===== src/design/awsu_pkg.sv =====
package awsu_pkg;

  localparam int CountWidthDef = 27;
  localparam int SampleCountW  = 28;
  localparam int CfgIdxW       = 3;
  localparam int CfgDataW      = 28;
  localparam int TableDepth    = 256;
  localparam int MaxResults    = 8;
  localparam int ResW          = $clog2(MaxResults + 1);

  typedef enum logic [1:0] {
    CMD_TABLE = 2'd0,
    CMD_BYTE  = 2'd1,
    CMD_START = 2'd2,
    CMD_NONE  = 2'd3
  } command_e;

  typedef enum logic [CfgIdxW-1:0] {
    CFG_WIDE_MODE     = 3'd0,
    CFG_DELTA_MODE    = 3'd1,
    CFG_ABSOLUTE_WIDE = 3'd2,
    CFG_START_WIDTH   = 3'd3,
    CFG_SAMPLE_COUNT  = 3'd4
  } cfg_reg_e;

  typedef enum logic [1:0] {
    ST_IDLE,
    ST_DECODE,
    ST_FINISH
  } state_e;

  typedef struct packed {
    logic accept;
    logic decode_en;
    logic finish_en;
  } dp_cmd_t;

  typedef struct packed {
    logic finished;
    logic code_ok;
    logic code_result;
    logic batch_full;
    logic slot_free;
  } dp_sts_t;

  localparam logic [15:0] NarrowCmd [8] = '{
    16'h0001, 16'h0003, 16'h0007, 16'h000F, 16'h001E, 16'h003C, 16'h0078, 16'h00F8
  };
  localparam logic [2:0] NarrowFetch [8] = '{
    3'd3, 3'd3, 3'd3, 3'd3, 3'd2, 3'd1, 3'd0, 3'd0
  };
  localparam logic [15:0] WideCmd [16] = '{
    16'h0001, 16'h0003, 16'h0007, 16'h000F, 16'h001E, 16'h003C, 16'h0078, 16'h00F0,
    16'h01F0, 16'h03F0, 16'h07F0, 16'h0FF0, 16'h1FF0, 16'h3FF0, 16'h7FF0, 16'hFFF0
  };
  localparam logic [2:0] WideFetch [16] = '{
    3'd4, 3'd4, 3'd4, 3'd4, 3'd3, 3'd2, 3'd1, 3'd0,
    3'd0, 3'd0, 3'd0, 3'd0, 3'd0, 3'd0, 3'd0, 3'd0
  };

  localparam logic [15:0] WideEscBase   = 16'hFFF0;
  localparam logic [15:0] NarrowEscBase = 16'h00F8;
  localparam logic [15:0] WideTop       = 16'hFFFF;
  localparam logic [15:0] NarrowTop     = 16'h00FF;
  localparam logic [15:0] SignFlip      = 16'h8000;

  function automatic logic [15:0] code_thresh(input logic wide, input logic [3:0] w);
    code_thresh = wide ? WideCmd[w] : NarrowCmd[w[2:0]];
  endfunction

  function automatic logic [2:0] fetch_len(input logic wide, input logic [3:0] w);
    fetch_len = wide ? WideFetch[w] : NarrowFetch[w[2:0]];
  endfunction

endpackage


===== src/design/awsu_ram.sv =====
module awsu_ram #(
  parameter int Width = 8,
  parameter int Depth = 256,
  localparam int AddrW = $clog2(Depth)
) (
  input  logic             clk_i,
  input  logic             we_i,
  input  logic [AddrW-1:0] waddr_i,
  input  logic [Width-1:0] wdata_i,
  input  logic             re_i,
  input  logic [AddrW-1:0] raddr_i,
  output logic [Width-1:0] rdata_o
);

  logic [Width-1:0] mem_q [Depth];
  logic [Width-1:0] rdata_q;

  always_ff @(posedge clk_i) begin
    if (we_i) begin
      mem_q[waddr_i] <= wdata_i;
    end
    if (re_i) begin
      rdata_q <= mem_q[raddr_i];
    end
  end

  assign rdata_o = rdata_q;

endmodule


===== src/design/awsu_ctrl.sv =====
module awsu_ctrl (
  input  logic              clk_i,
  input  logic              rst_ni,
  input  logic              in_valid_i,
  input  logic [1:0]        command_i,
  output logic              in_ready_o,
  input  awsu_pkg::dp_sts_t sts_i,
  output awsu_pkg::dp_cmd_t cmd_o
);
  import awsu_pkg::*;

  state_e state_q, state_d;
  logic   step_ok;

  assign step_ok = !sts_i.finished && !sts_i.batch_full && sts_i.code_ok;

  always_ff @(posedge clk_i or negedge rst_ni) begin
    if (!rst_ni) begin
      state_q <= ST_IDLE;
    end else begin
      state_q <= state_d;
    end
  end

  always_comb begin
    state_d = state_q;
    unique case (state_q)
      ST_IDLE: begin
        if (in_valid_i && command_i == CMD_BYTE && !sts_i.finished) begin
          state_d = ST_DECODE;
        end
      end
      ST_DECODE: begin
        if (!step_ok) begin
          state_d = ST_IDLE;
        end else if (sts_i.code_result) begin
          state_d = ST_FINISH;
        end
      end
      ST_FINISH: begin
        if (sts_i.slot_free) begin
          state_d = ST_DECODE;
        end
      end
      default: state_d = ST_IDLE;
    endcase
  end

  always_comb begin
    in_ready_o      = 1'b0;
    cmd_o           = '0;
    unique case (state_q)
      ST_IDLE: begin
        in_ready_o   = 1'b1;
        cmd_o.accept = in_valid_i;
      end
      ST_DECODE: cmd_o.decode_en = step_ok;
      ST_FINISH: cmd_o.finish_en = sts_i.slot_free;
      default: cmd_o = '0;
    endcase
  end

endmodule


===== src/design/awsu_dp.sv =====
module awsu_dp #(
  parameter int CountWidth = awsu_pkg::CountWidthDef
) (
  input  logic                          clk_i,
  input  logic                          rst_ni,
  input  awsu_pkg::dp_cmd_t             cmd_i,
  output awsu_pkg::dp_sts_t             sts_o,
  input  logic [1:0]                    command_i,
  input  logic [7:0]                    table_index_i,
  input  logic [7:0]                    data_byte_i,
  input  logic                          cfg_we_i,
  input  logic [awsu_pkg::CfgIdxW-1:0]  cfg_index_i,
  input  logic [awsu_pkg::CfgDataW-1:0] cfg_data_i,
  input  logic                          out_ready_i,
  output logic                          out_valid_o,
  output logic [15:0]                   sample_value_o,
  output logic                          has_sample_o,
  output logic                          last_o
);
  import awsu_pkg::*;

  localparam int LimW = (CountWidth + 1 > SampleCountW) ? CountWidth + 1 : SampleCountW;

  // configuration
  logic                    wide_q, delta_q, abs_q;
  logic [3:0]              start_w_q;
  logic [SampleCountW-1:0] count_q;

  // stream state
  logic [31:0]           bit_q, bit_d;
  logic [5:0]            held_q, held_d;
  logic [3:0]            cw_q, cw_d;
  logic [15:0]           prev_q, prev_d;
  logic [CountWidth-1:0] done_q, done_d;
  logic                  finished_q, finished_d;
  logic [ResW-1:0]       n_q, n_d;
  logic                  out_valid_q, out_valid_d;

  // decoded code, held for the finish step
  logic [15:0] val_q;
  logic        stop_q;
  logic [15:0] sample_value_q;
  logic        has_sample_q, last_q;

  // decode
  logic [3:0]  w;
  logic [4:0]  len1;
  logic [16:0] dmask;
  logic [15:0] d, thresh, diff, value;
  logic [2:0]  fetch, esc_len;
  logic [4:0]  fmask;
  logic [31:0] sh1, sh2;
  logic [3:0]  fbits, e;
  logic [7:0]  nw;
  logic [5:0]  pos2, consumed;
  logic        ge, nw_eq, top, stop_bit, wchange, stop;

  // sample
  logic [7:0]      tbl_data;
  logic [15:0]     wide_s, base, sum, sample;
  logic [LimW-1:0] inc_ext, cap, count_ext, limit;
  logic            hit_last, slot_free;

  always_comb begin
    w        = wide_q ? cw_q : {1'b0, cw_q[2:0]};
    len1     = {1'b0, w} + 5'd1;
    dmask    = (17'd1 << len1) - 17'd1;
    d        = bit_q[15:0] & dmask[15:0];
    thresh   = code_thresh(wide_q, w);
    fetch    = fetch_len(wide_q, w);
    ge       = d >= thresh;
    diff     = d - thresh;
    sh1      = bit_q >> len1;
    fmask    = (5'd1 << fetch) - 5'd1;
    fbits    = sh1[3:0] & fmask[3:0];
    nw       = ({4'b0, diff[3:0]} << fetch) + {4'b0, fbits};
    nw_eq    = nw == {4'b0, w};
    pos2     = {1'b0, len1} + {3'b0, fetch};
    sh2      = bit_q >> pos2;
    esc_len  = wide_q ? 3'd4 : 3'd3;
    e        = wide_q ? sh2[3:0] : {1'b0, sh2[2:0]};
    top      = wide_q ? (e == 4'hF) : (e == 4'h7);
    stop_bit = wide_q ? sh2[4] : sh2[3];
    wchange  = ge && !nw_eq;
    stop     = ge && nw_eq && top && stop_bit;
    if (!ge) begin
      consumed = {1'b0, len1};
      value    = d;
    end else if (wchange) begin
      consumed = pos2;
      value    = d;
    end else begin
      consumed = pos2 + {3'b0, esc_len} + {5'b0, top};
      if (top) begin
        value = wide_q ? WideTop : NarrowTop;
      end else begin
        value = (wide_q ? WideEscBase : NarrowEscBase) + {12'b0, e};
      end
    end
  end

  awsu_ram #(
    .Width(8),
    .Depth(TableDepth)
  ) u_table (
    .clk_i   (clk_i),
    .we_i    (cmd_i.accept && command_i == CMD_TABLE),
    .waddr_i (table_index_i),
    .wdata_i (data_byte_i),
    .re_i    (cmd_i.decode_en),
    .raddr_i (value[7:0]),
    .rdata_o (tbl_data)
  );

  always_comb begin
    wide_s    = {val_q[0], val_q[15:1] ^ {15{val_q[0]}}};
    base      = wide_q ? wide_s : {8'b0, tbl_data};
    sum       = base + prev_q;
    if (delta_q) begin
      sample = sum;
    end else if (wide_q && !abs_q) begin
      sample = base ^ SignFlip;
    end else begin
      sample = base;
    end
    if (!wide_q) begin
      sample = {8'b0, sample[7:0]};
    end
    inc_ext   = LimW'(done_q) + LimW'(1);
    cap       = LimW'(1) << CountWidth;
    count_ext = LimW'(count_q);
    limit     = (count_ext > cap) ? cap : count_ext;
    hit_last  = inc_ext >= limit;
  end

  assign slot_free = !out_valid_q || out_ready_i;

  always_comb begin
    bit_d       = bit_q;
    held_d      = held_q;
    cw_d        = cw_q;
    prev_d      = prev_q;
    done_d      = done_q;
    finished_d  = finished_q;
    n_d         = n_q;
    out_valid_d = out_valid_q && !out_ready_i;
    if (cmd_i.accept) begin
      n_d = '0;
      if (command_i == CMD_START) begin
        bit_d      = '0;
        held_d     = '0;
        cw_d       = wide_q ? start_w_q : {1'b0, start_w_q[2:0]};
        prev_d     = '0;
        done_d     = '0;
        finished_d = count_q == '0;
      end else if (command_i == CMD_BYTE && !finished_q && held_q <= 6'd24) begin
        bit_d  = bit_q | (32'(data_byte_i) << held_q);
        held_d = held_q + 6'd8;
      end
    end else if (cmd_i.decode_en) begin
      bit_d  = bit_q >> consumed;
      held_d = held_q - consumed;
      if (wchange) begin
        cw_d = wide_q ? nw[3:0] : {1'b0, nw[2:0]};
      end
    end else if (cmd_i.finish_en) begin
      n_d         = n_q + ResW'(1);
      out_valid_d = 1'b1;
      if (stop_q) begin
        finished_d = 1'b1;
      end else begin
        done_d = inc_ext[CountWidth-1:0];
        if (delta_q) begin
          prev_d = sum;
        end
        if (hit_last) begin
          finished_d = 1'b1;
        end
      end
    end
  end

  always_ff @(posedge clk_i or negedge rst_ni) begin
    if (!rst_ni) begin
      wide_q      <= 1'b0;
      delta_q     <= 1'b0;
      abs_q       <= 1'b0;
      start_w_q   <= '0;
      count_q     <= '0;
      bit_q       <= '0;
      held_q      <= '0;
      cw_q        <= '0;
      prev_q      <= '0;
      done_q      <= '0;
      finished_q  <= 1'b1;
      n_q         <= '0;
      out_valid_q <= 1'b0;
    end else begin
      bit_q       <= bit_d;
      held_q      <= held_d;
      cw_q        <= cw_d;
      prev_q      <= prev_d;
      done_q      <= done_d;
      finished_q  <= finished_d;
      n_q         <= n_d;
      out_valid_q <= out_valid_d;
      if (cfg_we_i) begin
        unique case (cfg_index_i)
          CFG_WIDE_MODE:     wide_q    <= cfg_data_i[0];
          CFG_DELTA_MODE:    delta_q   <= cfg_data_i[0];
          CFG_ABSOLUTE_WIDE: abs_q     <= cfg_data_i[0];
          CFG_START_WIDTH:   start_w_q <= cfg_data_i[3:0];
          CFG_SAMPLE_COUNT:  count_q   <= cfg_data_i[SampleCountW-1:0];
          default: ;
        endcase
      end
    end
  end

  always_ff @(posedge clk_i) begin
    if (cmd_i.decode_en) begin
      val_q  <= value;
      stop_q <= stop;
    end
    if (cmd_i.finish_en) begin
      sample_value_q <= stop_q ? 16'h0000 : sample;
      has_sample_q   <= !stop_q;
      last_q         <= stop_q || hit_last;
    end
  end

  assign sts_o.finished    = finished_q;
  assign sts_o.code_ok     = held_q >= consumed;
  assign sts_o.code_result = !wchange;
  assign sts_o.batch_full  = n_q == ResW'(MaxResults);
  assign sts_o.slot_free   = slot_free;

  assign out_valid_o    = out_valid_q;
  assign sample_value_o = sample_value_q;
  assign has_sample_o   = has_sample_q;
  assign last_o         = last_q;

endmodule


===== src/design/adaptive_width_sample_unpacker.sv =====
// Adaptive-width sample unpacker. Input words carry a command: a table write loads one
// entry of the 256-entry 8-bit translation table, a start loads the code width from
// start_width and arms a new stream of sample_count samples, and a packed byte is appended
// LSB first to a 32-bit bit store (dropped if more than 24 bits are already held) and then
// decoded. Each byte yields up to eight result words; width-change codes give none, and
// bits of an incomplete code wait for the next byte. A result word carries a 16-bit sample
// (8-bit mode: low byte), or the stop report with has_sample low; last marks the final
// word of the stream, after which bytes are ignored until the next start. A packed byte is
// decoded one code at a time by the single shared code decoder, followed by the registered
// table read; a full output register stalls the block until out_ready_i takes its word.
// The next input word is accepted while the last result word still waits at the output.
// The user must write configuration registers only while the block is idle; the block
// itself does not enforce this.
module adaptive_width_sample_unpacker #(
  parameter int CountWidth = awsu_pkg::CountWidthDef
) (
  input  logic                          clk_i,
  input  logic                          rst_ni,
  input  logic                          in_valid_i,
  output logic                          in_ready_o,
  input  logic [1:0]                    command_i,
  input  logic [7:0]                    table_index_i,
  input  logic [7:0]                    data_byte_i,
  output logic                          out_valid_o,
  input  logic                          out_ready_i,
  output logic [15:0]                   sample_value_o,
  output logic                          has_sample_o,
  output logic                          last_o,
  input  logic                          cfg_we_i,
  input  logic [awsu_pkg::CfgIdxW-1:0]  cfg_index_i,
  input  logic [awsu_pkg::CfgDataW-1:0] cfg_data_i
);
  import awsu_pkg::*;

  dp_cmd_t dp_cmd;
  dp_sts_t dp_sts;

  awsu_ctrl u_ctrl (
    .clk_i      (clk_i),
    .rst_ni     (rst_ni),
    .in_valid_i (in_valid_i),
    .command_i  (command_i),
    .in_ready_o (in_ready_o),
    .sts_i      (dp_sts),
    .cmd_o      (dp_cmd)
  );

  awsu_dp #(
    .CountWidth(CountWidth)
  ) u_dp (
    .clk_i          (clk_i),
    .rst_ni         (rst_ni),
    .cmd_i          (dp_cmd),
    .sts_o          (dp_sts),
    .command_i      (command_i),
    .table_index_i  (table_index_i),
    .data_byte_i    (data_byte_i),
    .cfg_we_i       (cfg_we_i),
    .cfg_index_i    (cfg_index_i),
    .cfg_data_i     (cfg_data_i),
    .out_ready_i    (out_ready_i),
    .out_valid_o    (out_valid_o),
    .sample_value_o (sample_value_o),
    .has_sample_o   (has_sample_o),
    .last_o         (last_o)
  );

  a_decode_legal: assert property (@(posedge clk_i) disable iff (!rst_ni)
    dp_cmd.decode_en |-> (dp_sts.code_ok && !dp_sts.finished && !dp_sts.batch_full))
    else $error("decode step without a complete code");

  a_finish_slot: assert property (@(posedge clk_i) disable iff (!rst_ni)
    dp_cmd.finish_en |-> dp_sts.slot_free)
    else $error("result written over a pending word");

  a_finish_shows: assert property (@(posedge clk_i) disable iff (!rst_ni)
    dp_cmd.finish_en |=> out_valid_o)
    else $error("result word not presented");

  a_finished_ignores: assert property (@(posedge clk_i) disable iff (!rst_ni)
    (in_valid_i && in_ready_o && command_i == CMD_BYTE && dp_sts.finished)
    |=> !dp_cmd.decode_en)
    else $error("byte decoded after stream end");

endmodule


===== config.mk =====
export PLATFORM = sky130hd
export DESIGN_NAME = adaptive_width_sample_unpacker
export DESIGN_NICKNAME = d
export VERILOG_FILES = /design/src/design/awsu_pkg.sv /design/src/design/awsu_ram.sv /design/src/design/awsu_ctrl.sv /design/src/design/awsu_dp.sv /design/src/design/adaptive_width_sample_unpacker.sv
export SDC_FILE = /design/constraint.sdc
export NUM_CORES = 2
export LEC_CHECK = 0
export BUFFER_PORTS_ARGS = -buffer_cell sky130_fd_sc_hd__buf_2
export CAP_MARGIN = 20
export CORE_MARGIN = 1
export CORE_UTILIZATION = 45
export DETAILED_ROUTE_END_ITERATION = 7
export PLACE_DENSITY_LB_ADDON = 0.15
export SLEW_MARGIN = 25
export SYNTH_ARGS = -nofsm -noshare
export SYNTH_HDL_FRONTEND = slang
export SYNTH_HIERARCHICAL = 1
export SYNTH_SLANG_ARGS = --single-unit

===== constraint.sdc =====
create_clock -name clk_i -period 13.2 [get_ports clk_i]
set_clock_uncertainty 0.05 [all_clocks]
set_input_delay 0 -clock clk_i [delete_from_list [all_inputs] [get_ports clk_i]]
set_output_delay 0 -clock clk_i [all_outputs]
set_load 0.1 [all_outputs]

# Word level (Yosys, flattened, before mapping)
# Memory sizes are Yosys's and may differ from the RTL's. A register that Yosys moved wholly into a read port is not among the register bits.
# Index checks and enable logic that the tools add are counted.
word_totals:
  rom_bits: 456
  wordCells: 198
  out_inout_bits: 20
  ram_bits: 2048
  ff_bits: 163
  input_bits: 54
  mem_count: 5
classes:
  bitwise_logic: 8
  n_reduce_logical: 44
  mux: 74
  n_addsub: 14
  n_shift: 7
  magnitude_cmp: 7
  n_eq_ne: 19
mem_list:
  columns: ["memory", "depth", "word_bits", "rd", "rd_ports_with_merged_regs", "write_ports", "line", "text"]
  rows:
  - ["u_dp.u_table.mem_q", 256, 8, 1, 1, 1, "awsu_ram.sv:15", "logic [Width-1:0] mem_q [Depth];"]
  - ["(name not given)", 16, 16, 1, 0, 0, "awsu_pkg.sv:68", "code_thresh = wide ? WideCmd[w] : NarrowCmd[w[2:0]];"]
  - ["(name not given)", 8, 16, 1, 0, 0, "awsu_pkg.sv:68", null]
  - ["(name not given)", 16, 3, 1, 0, 0, "awsu_pkg.sv:72", "fetch_len = wide ? WideFetch[w] : NarrowFetch[w[2:0]];"]
  - ["(name not given)", 8, 3, 1, 0, 0, "awsu_pkg.sv:72", null]
op_table:
  columns: ["operator", "count"]
  rows:
  - ["$mux W16", 19]
  - ["$mux W27", 5]
  - ["$mux W32", 4]
  - ["$mux W4", 11]
  - ["$mux W6", 6]
  - ["$or A32 B32 Y32", 1]
  - ["$shl A8 B6 Y32", 1]
  - ["$shr A32 B5 Y4", 1]
  - ["$shr A32 B6 Y32", 1]
  - ["$shr A32 B6 Y5", 1]
  - ["$add A27 B1 Y28 const B", 1]
  - ["$ge A28 B28 Y1", 1]
  - ["$gt A28 B28 Y1 const B", 1]
  - ["$logic_not A28 Y1", 1]
  - ["$mux W28", 1]
  - ["$mux W3", 6]
  - ["$mux W1", 17]
  - ["$add A16 B16 Y16", 1]
  - ["$add A16 B4 Y16", 1]
  - ["$and A16 B16 Y16", 1]
  - ["$ge A16 B16 Y1", 1]
  - ["$shl A1 B5 Y16 const A", 1]
  - ["$sub A16 B1 Y16 const B", 1]
  - ["$xor A15 B15 Y15", 1]
  - ["45 further kinds", 88]

# Depth between registers and ports, before layout
logic_depth:
  depth_word: 20
  mapped_depth: 48
  depth_no_buf: 40

# Modules after synthesis
# The synthesis kept the hierarchy.
modules_own_cells:
  columns: ["mod", "instances", "seq_area_each_um2", "cells_per_inst", "area_per_inst_um2"]
  rows:
  - ["awsu_ram", 1, 61739.2, 3733, 79636.4]
  - ["awsu_dp", 1, 4205.3, 1767, 15029.4]
  - ["awsu_ctrl", 1, 50.0, 15, 127.6]

# Worst setup path after synthesis
# No wires, ideal clock.
synth_path:
  path_type: "reg2reg"
  start: "register u_dp.cw_q[2]"
  end: "register u_dp.prev_q[10]"
  setup_time_ns: 0.121
  period_less_slack_ns: 9.387
  path_stages_with_launch: 46
  path_slack_ns: 3.813
  n_path_buf: 9
  t_arrival_ns: 9.216
  required_time_ns: 13.029
  cell_sequence: "dfrtp_1 > buf_6 > clkbuf_1 > clkinv_1 > ha_1 > clkbuf_1 > clkbuf_1 > nor2_1 > nand3_1 > ha_1 > nand2b_1 > fa_1 > xor2_1 > mux2i_1 > a2bb2oi_1 > nor2_1 > ha_1 > xor2_1 > [... 10 more ...] > inv_1 > ha_1 > a21o_1 > a221oi_1 > nor2_1 > maj3_2 > a31o_1 > nand4_1 > inv_1 > buf_4 > clkbuf_1 > nor2b_1 > clkbuf_1 > and2_1 > o21ai_0 > o21bai_1 > clkbuf_1 > a22o_1"
synth_lines:
  columns: ["element", "line", "text"]
  rows:
  - ["start, declared", "awsu_dp.sv:32", "logic [3:0] cw_q, cw_d;"]
  - ["start signal, assigned", "awsu_dp.sv:201", "cw_q <= cw_d;"]
  - ["end signal, assigned", "awsu_dp.sv:202", "prev_q <= prev_d;"]
  - ["end, declared", "awsu_dp.sv:33", "logic [15:0] prev_q, prev_d;"]

# Worst setup path in the final report
layout_path:
  start: "register u_dp.wide_q"
  end: "register u_dp.u_table.rdata_q[3], in the netlist u_dp/u_table/rdata_o[3], read port of u_dp.u_table.mem_q (data pin)"
layout_between:
  elab_cells_between_ends: 44
  classes_between: "add/sub (9); order compare (2); eq/ne (3); shift (5); mux (17); bitwise (3); reduce/logical (3); memory (2)"
layout_lines:
  columns: ["element", "line", "text"]
  rows:
  - ["start, declared", "awsu_dp.sv:25", "logic wide_q, delta_q, abs_q;"]
  - ["start signal, assigned", "awsu_dp.sv:209", "CFG_WIDE_MODE: wide_q <= cfg_data_i[0];"]
  - ["branches (longest 14 deep; another with $sub A16 B1 Y16)", null, null]
  - ["$mux W16 *", "awsu_dp.sv:86", "if (!ge) begin"]
  - ["net u_dp.value[0]", "awsu_dp.sv:49", "logic [15:0] d, thresh, diff, value;"]
  - ["end, declared", "awsu_ram.sv:16", "logic [Width-1:0] rdata_q;"]
# Mark *: on every way through the listed nets, which the timed path passes. The select of a mux whose other input is x is not followed.
# A chain may end at the register's enable or synchronous reset.

==> results.cfg <==
[setup_path]
crit_path_top_delay_cell = xnor2_1
end_kind = flip-flop
worst-r2r-cell-count = 31
cp_slowest_stage_delay_ns = 0.78
crit_fanout = 61
crit_required_ns = 13.70
arrival_ns = 12.13
critPathLaunchType = flip-flop
worst-setup-path-type = flip-flop to flip-flop

[drt]
num_vias = 53296
ant_nets = 0
wire_per_inst_microns = 30.08
viasPerCell = 6.131
wl_met2_microns = 125400
met1Wirelength_microns = 109400
dr.pass1.iters = 6
wl_microns = 261500
wl_met3_microns = 18740
drt_iter0_drc = 5798
top_layer_used = met5
drc = 0

[sta]
finalSetupViolations = 0
finalSetupTns_ns = 0
hold_viol = 0
post-route-period-util = 0.8808
worst_pin_slew_ns = 1.161
period_minus_slack_ns = 11.63
fmax_mhz = 86.01
relSlewSlack = 0.2254
maxSlewViolCount = 0
rsz0062_at_grt = false

[finish]
nets = 5847
layout_commonest_cell = edfxtp_1
area_growth_pct = 12.51
drive_gt1_frac = 0.1938
final_cell_mix = edfxtp_1, mux4_2, nor2_1, a21oi_1

[cts]
clkTransAtPathRegs_ns = 0.06
cts_htree_levels = 4
cts_tree = done
cts_num_sinks = 2219
cts_root_buf = clkbuf_16
numCtsBuffers = 223
cts.repair.resized = 0
clock_path_buffers = 3
insertion_delay_ns = 0.88

[yosys]
yosysWarnings = 6
synth_edf_count = 2091
synth_ff_type = edfxtp_1
synth_cell_types = 111
syn_nets = 5665
netlist_area_sq_mm = 0.09479
ys_seq_area_frac = 0.6962
synthArstFlopShare = 0.05768
avgSynthCellArea_sq_um = 17.19
syn_inst = 5515
ys_seq_elements = 2219

[floorplan]
die_h_microns = 461.0
rows = 168
initial_core_util = 0.4528
die_x_microns = 461.0
io_pins = 74
core_sq_mm = 0.2094
die_area_sq_mm = 0.2125

[grt]
grt_max_degree = 185
grtUsageTotal = 0.2457
grt_pass1_vias = 52624
antenna_found_initial = 12
overflow = 0
grt_pass1_wl_microns = 376900

[min_path]
holdPathStages = 2
hp-class = input port to flip-flop

[place]
gp_congestion = 0.8970
portBuffers = 73
dp_hpwl_microns = 165500

[run]
cap_violations = 0

[status]
status = finished, final reports clean
[state kept, by name, summed over array words and instances, names as in the netlist, 2 cells and up]
name and flops:
u_dp/u_table/mem_q 2048, u_dp/bit_q 32, u_dp/count_ext 28, u_dp/done_q 27
u_dp/prev_q 16, u_dp/sample_value_o 16, u_dp/val_q 16, u_dp/u_table/rdata_o 8
u_dp/held_q 6, u_dp/cw_q 4, u_dp/n_q 4, u_dp/start_w_q 4
u_ctrl/state_q 2
[worst max-delay path, delay by kind of cell, from the launching register on]
kind | cells | cell delay [ns]
xor gates and xnor gates | 4 | 1.65
adders and majority gates | 3 | 1.12
buffers and inverters | 5 | 2.08
muxes | 3 | 1.34
AOI/OAI and AO/OA | 6 | 2.08
DFF | 1 | 0.32
and+or+nand+nor | 10 | 2.47
[stage by stage]
stage / util / std cells / cell area [sq um] / hold slack (ns) / setup WS (ns)
final: 0.5094 / 8693 / 106700 / 0.05919 / 1.574
after global routing: 0.5094 / 8691 / 106700 / 0.02461 / 0.8702
after CTS: 0.5093 / 8690 / 106600 / 0.004715 / 1.567
after detailed placement: 0.4687 / 8165 / 98140 / 0.1040 / 1.607
after global placement: 0.4686 / 8164 / 98100 / 0.09646 / 1.571
after floorplan: - / 5515 / 94790 / -0.3456 / 3.813
[cells in the mapped netlist (all sizes together), types with 35 or more instances]
master  number  area [sq um]
nor4        39         262.8
mux4       475         10710
o22ai       49         306.5
clkbuf     196         735.7
nor3        67         350.3
xnor2       41         359.1
nand3      101         505.5
ha          90          1126
o221ai      51         452.9
xor2        37         324.1
edfxtp    2091         62790
nor2b       46         287.8
nand2      215         819.5
nand2b      35         219.0
mux2        62         698.2
buf        159          1236
dfrtp      127          3178
inv         59         221.5
nor2       438          1654
o21ai      120         608.1
a22oi      145          1089
a211oi      38         290.3
mux2i      227          2288
a21oi      227          1136
[worst paths after layout]
| path | startpoint | slack [ns] | endpoint |
|---|---|---|---|
| max | u_dp/wide_q$_DFFE_PN0P_ | 1.57 | u_dp/u_table/rdata_o[3]$_DFFE_PP_ |
| min | data_byte_i[2] | 0.06 | u_dp/u_table/mem_q[2][2]$_DFFE_PP_ |
| max reg2reg | u_dp/wide_q$_DFFE_PN0P_ | 1.57 | u_dp/u_table/rdata_o[3]$_DFFE_PP_ |
| min reg2reg | u_dp/prev_q[9]$_DFFE_PN0P_ | 0.45 | u_dp/prev_q[9]$_DFFE_PN0P_ |
| max in group asynchronous | rst_ni | 12.12 | u_dp/done_q[7]$_DFFE_PN0P_ |
| min in group asynchronous | rst_ni | 0.32 | u_dp/bit_q[23]$_DFFE_PN0P_ |
[layer usage]
layer | vias up | global-route usage
li1 | 22615 | -
met1 | 28121 | 0.3465
met2 | 2129 | 0.3928
met3 | 423 | 0.03862
met4 | 8 | 0.07631
met5 | - | 0
[cells by family (layout without fill, tap and decap cells)]
| group | count (synthesis) | count (layout) | synth area share |
|---|---|---|---|
| and+or+nand+nor | 1064 | 1064 | 0.05241 |
| adders and majority gates | 102 | 102 | 0.01385 |
| muxes | 764 | 764 | 0.1444 |
| buffers and inverters | 420 | 791 | 0.02339 |
| other | 0 | 2 | 0 |
| AOI/OAI and AO/OA | 868 | 868 | 0.06251 |
| xor gates and xnor gates | 78 | 78 | 0.007207 |
| DFF | 2219 | 2219 | 0.6962 |
[timing repair]
item / CTS / global route
hold buffers: 111 / 0
endpoints found under the hold margin: 1507 / 0
buffers inserted: 0 / 0
[area by class of cell]
class / count / area, sq um
inverters: 65 / 245.2
well taps: 2805 / 3510
fillers: 17105 / 102700
flip-flops and latches: 2219 / 65990
clock buffers: 274 / 5772
multi-input cells: 2876 / 26810
clock inverters: 140 / 1583
diodes: 2 / 5.005
repair buffers: 312 / 2736
Power is left out: the tool's default activity adds up to more than one toggle a clock period on the data nets, which glitch-free logic cannot reach.
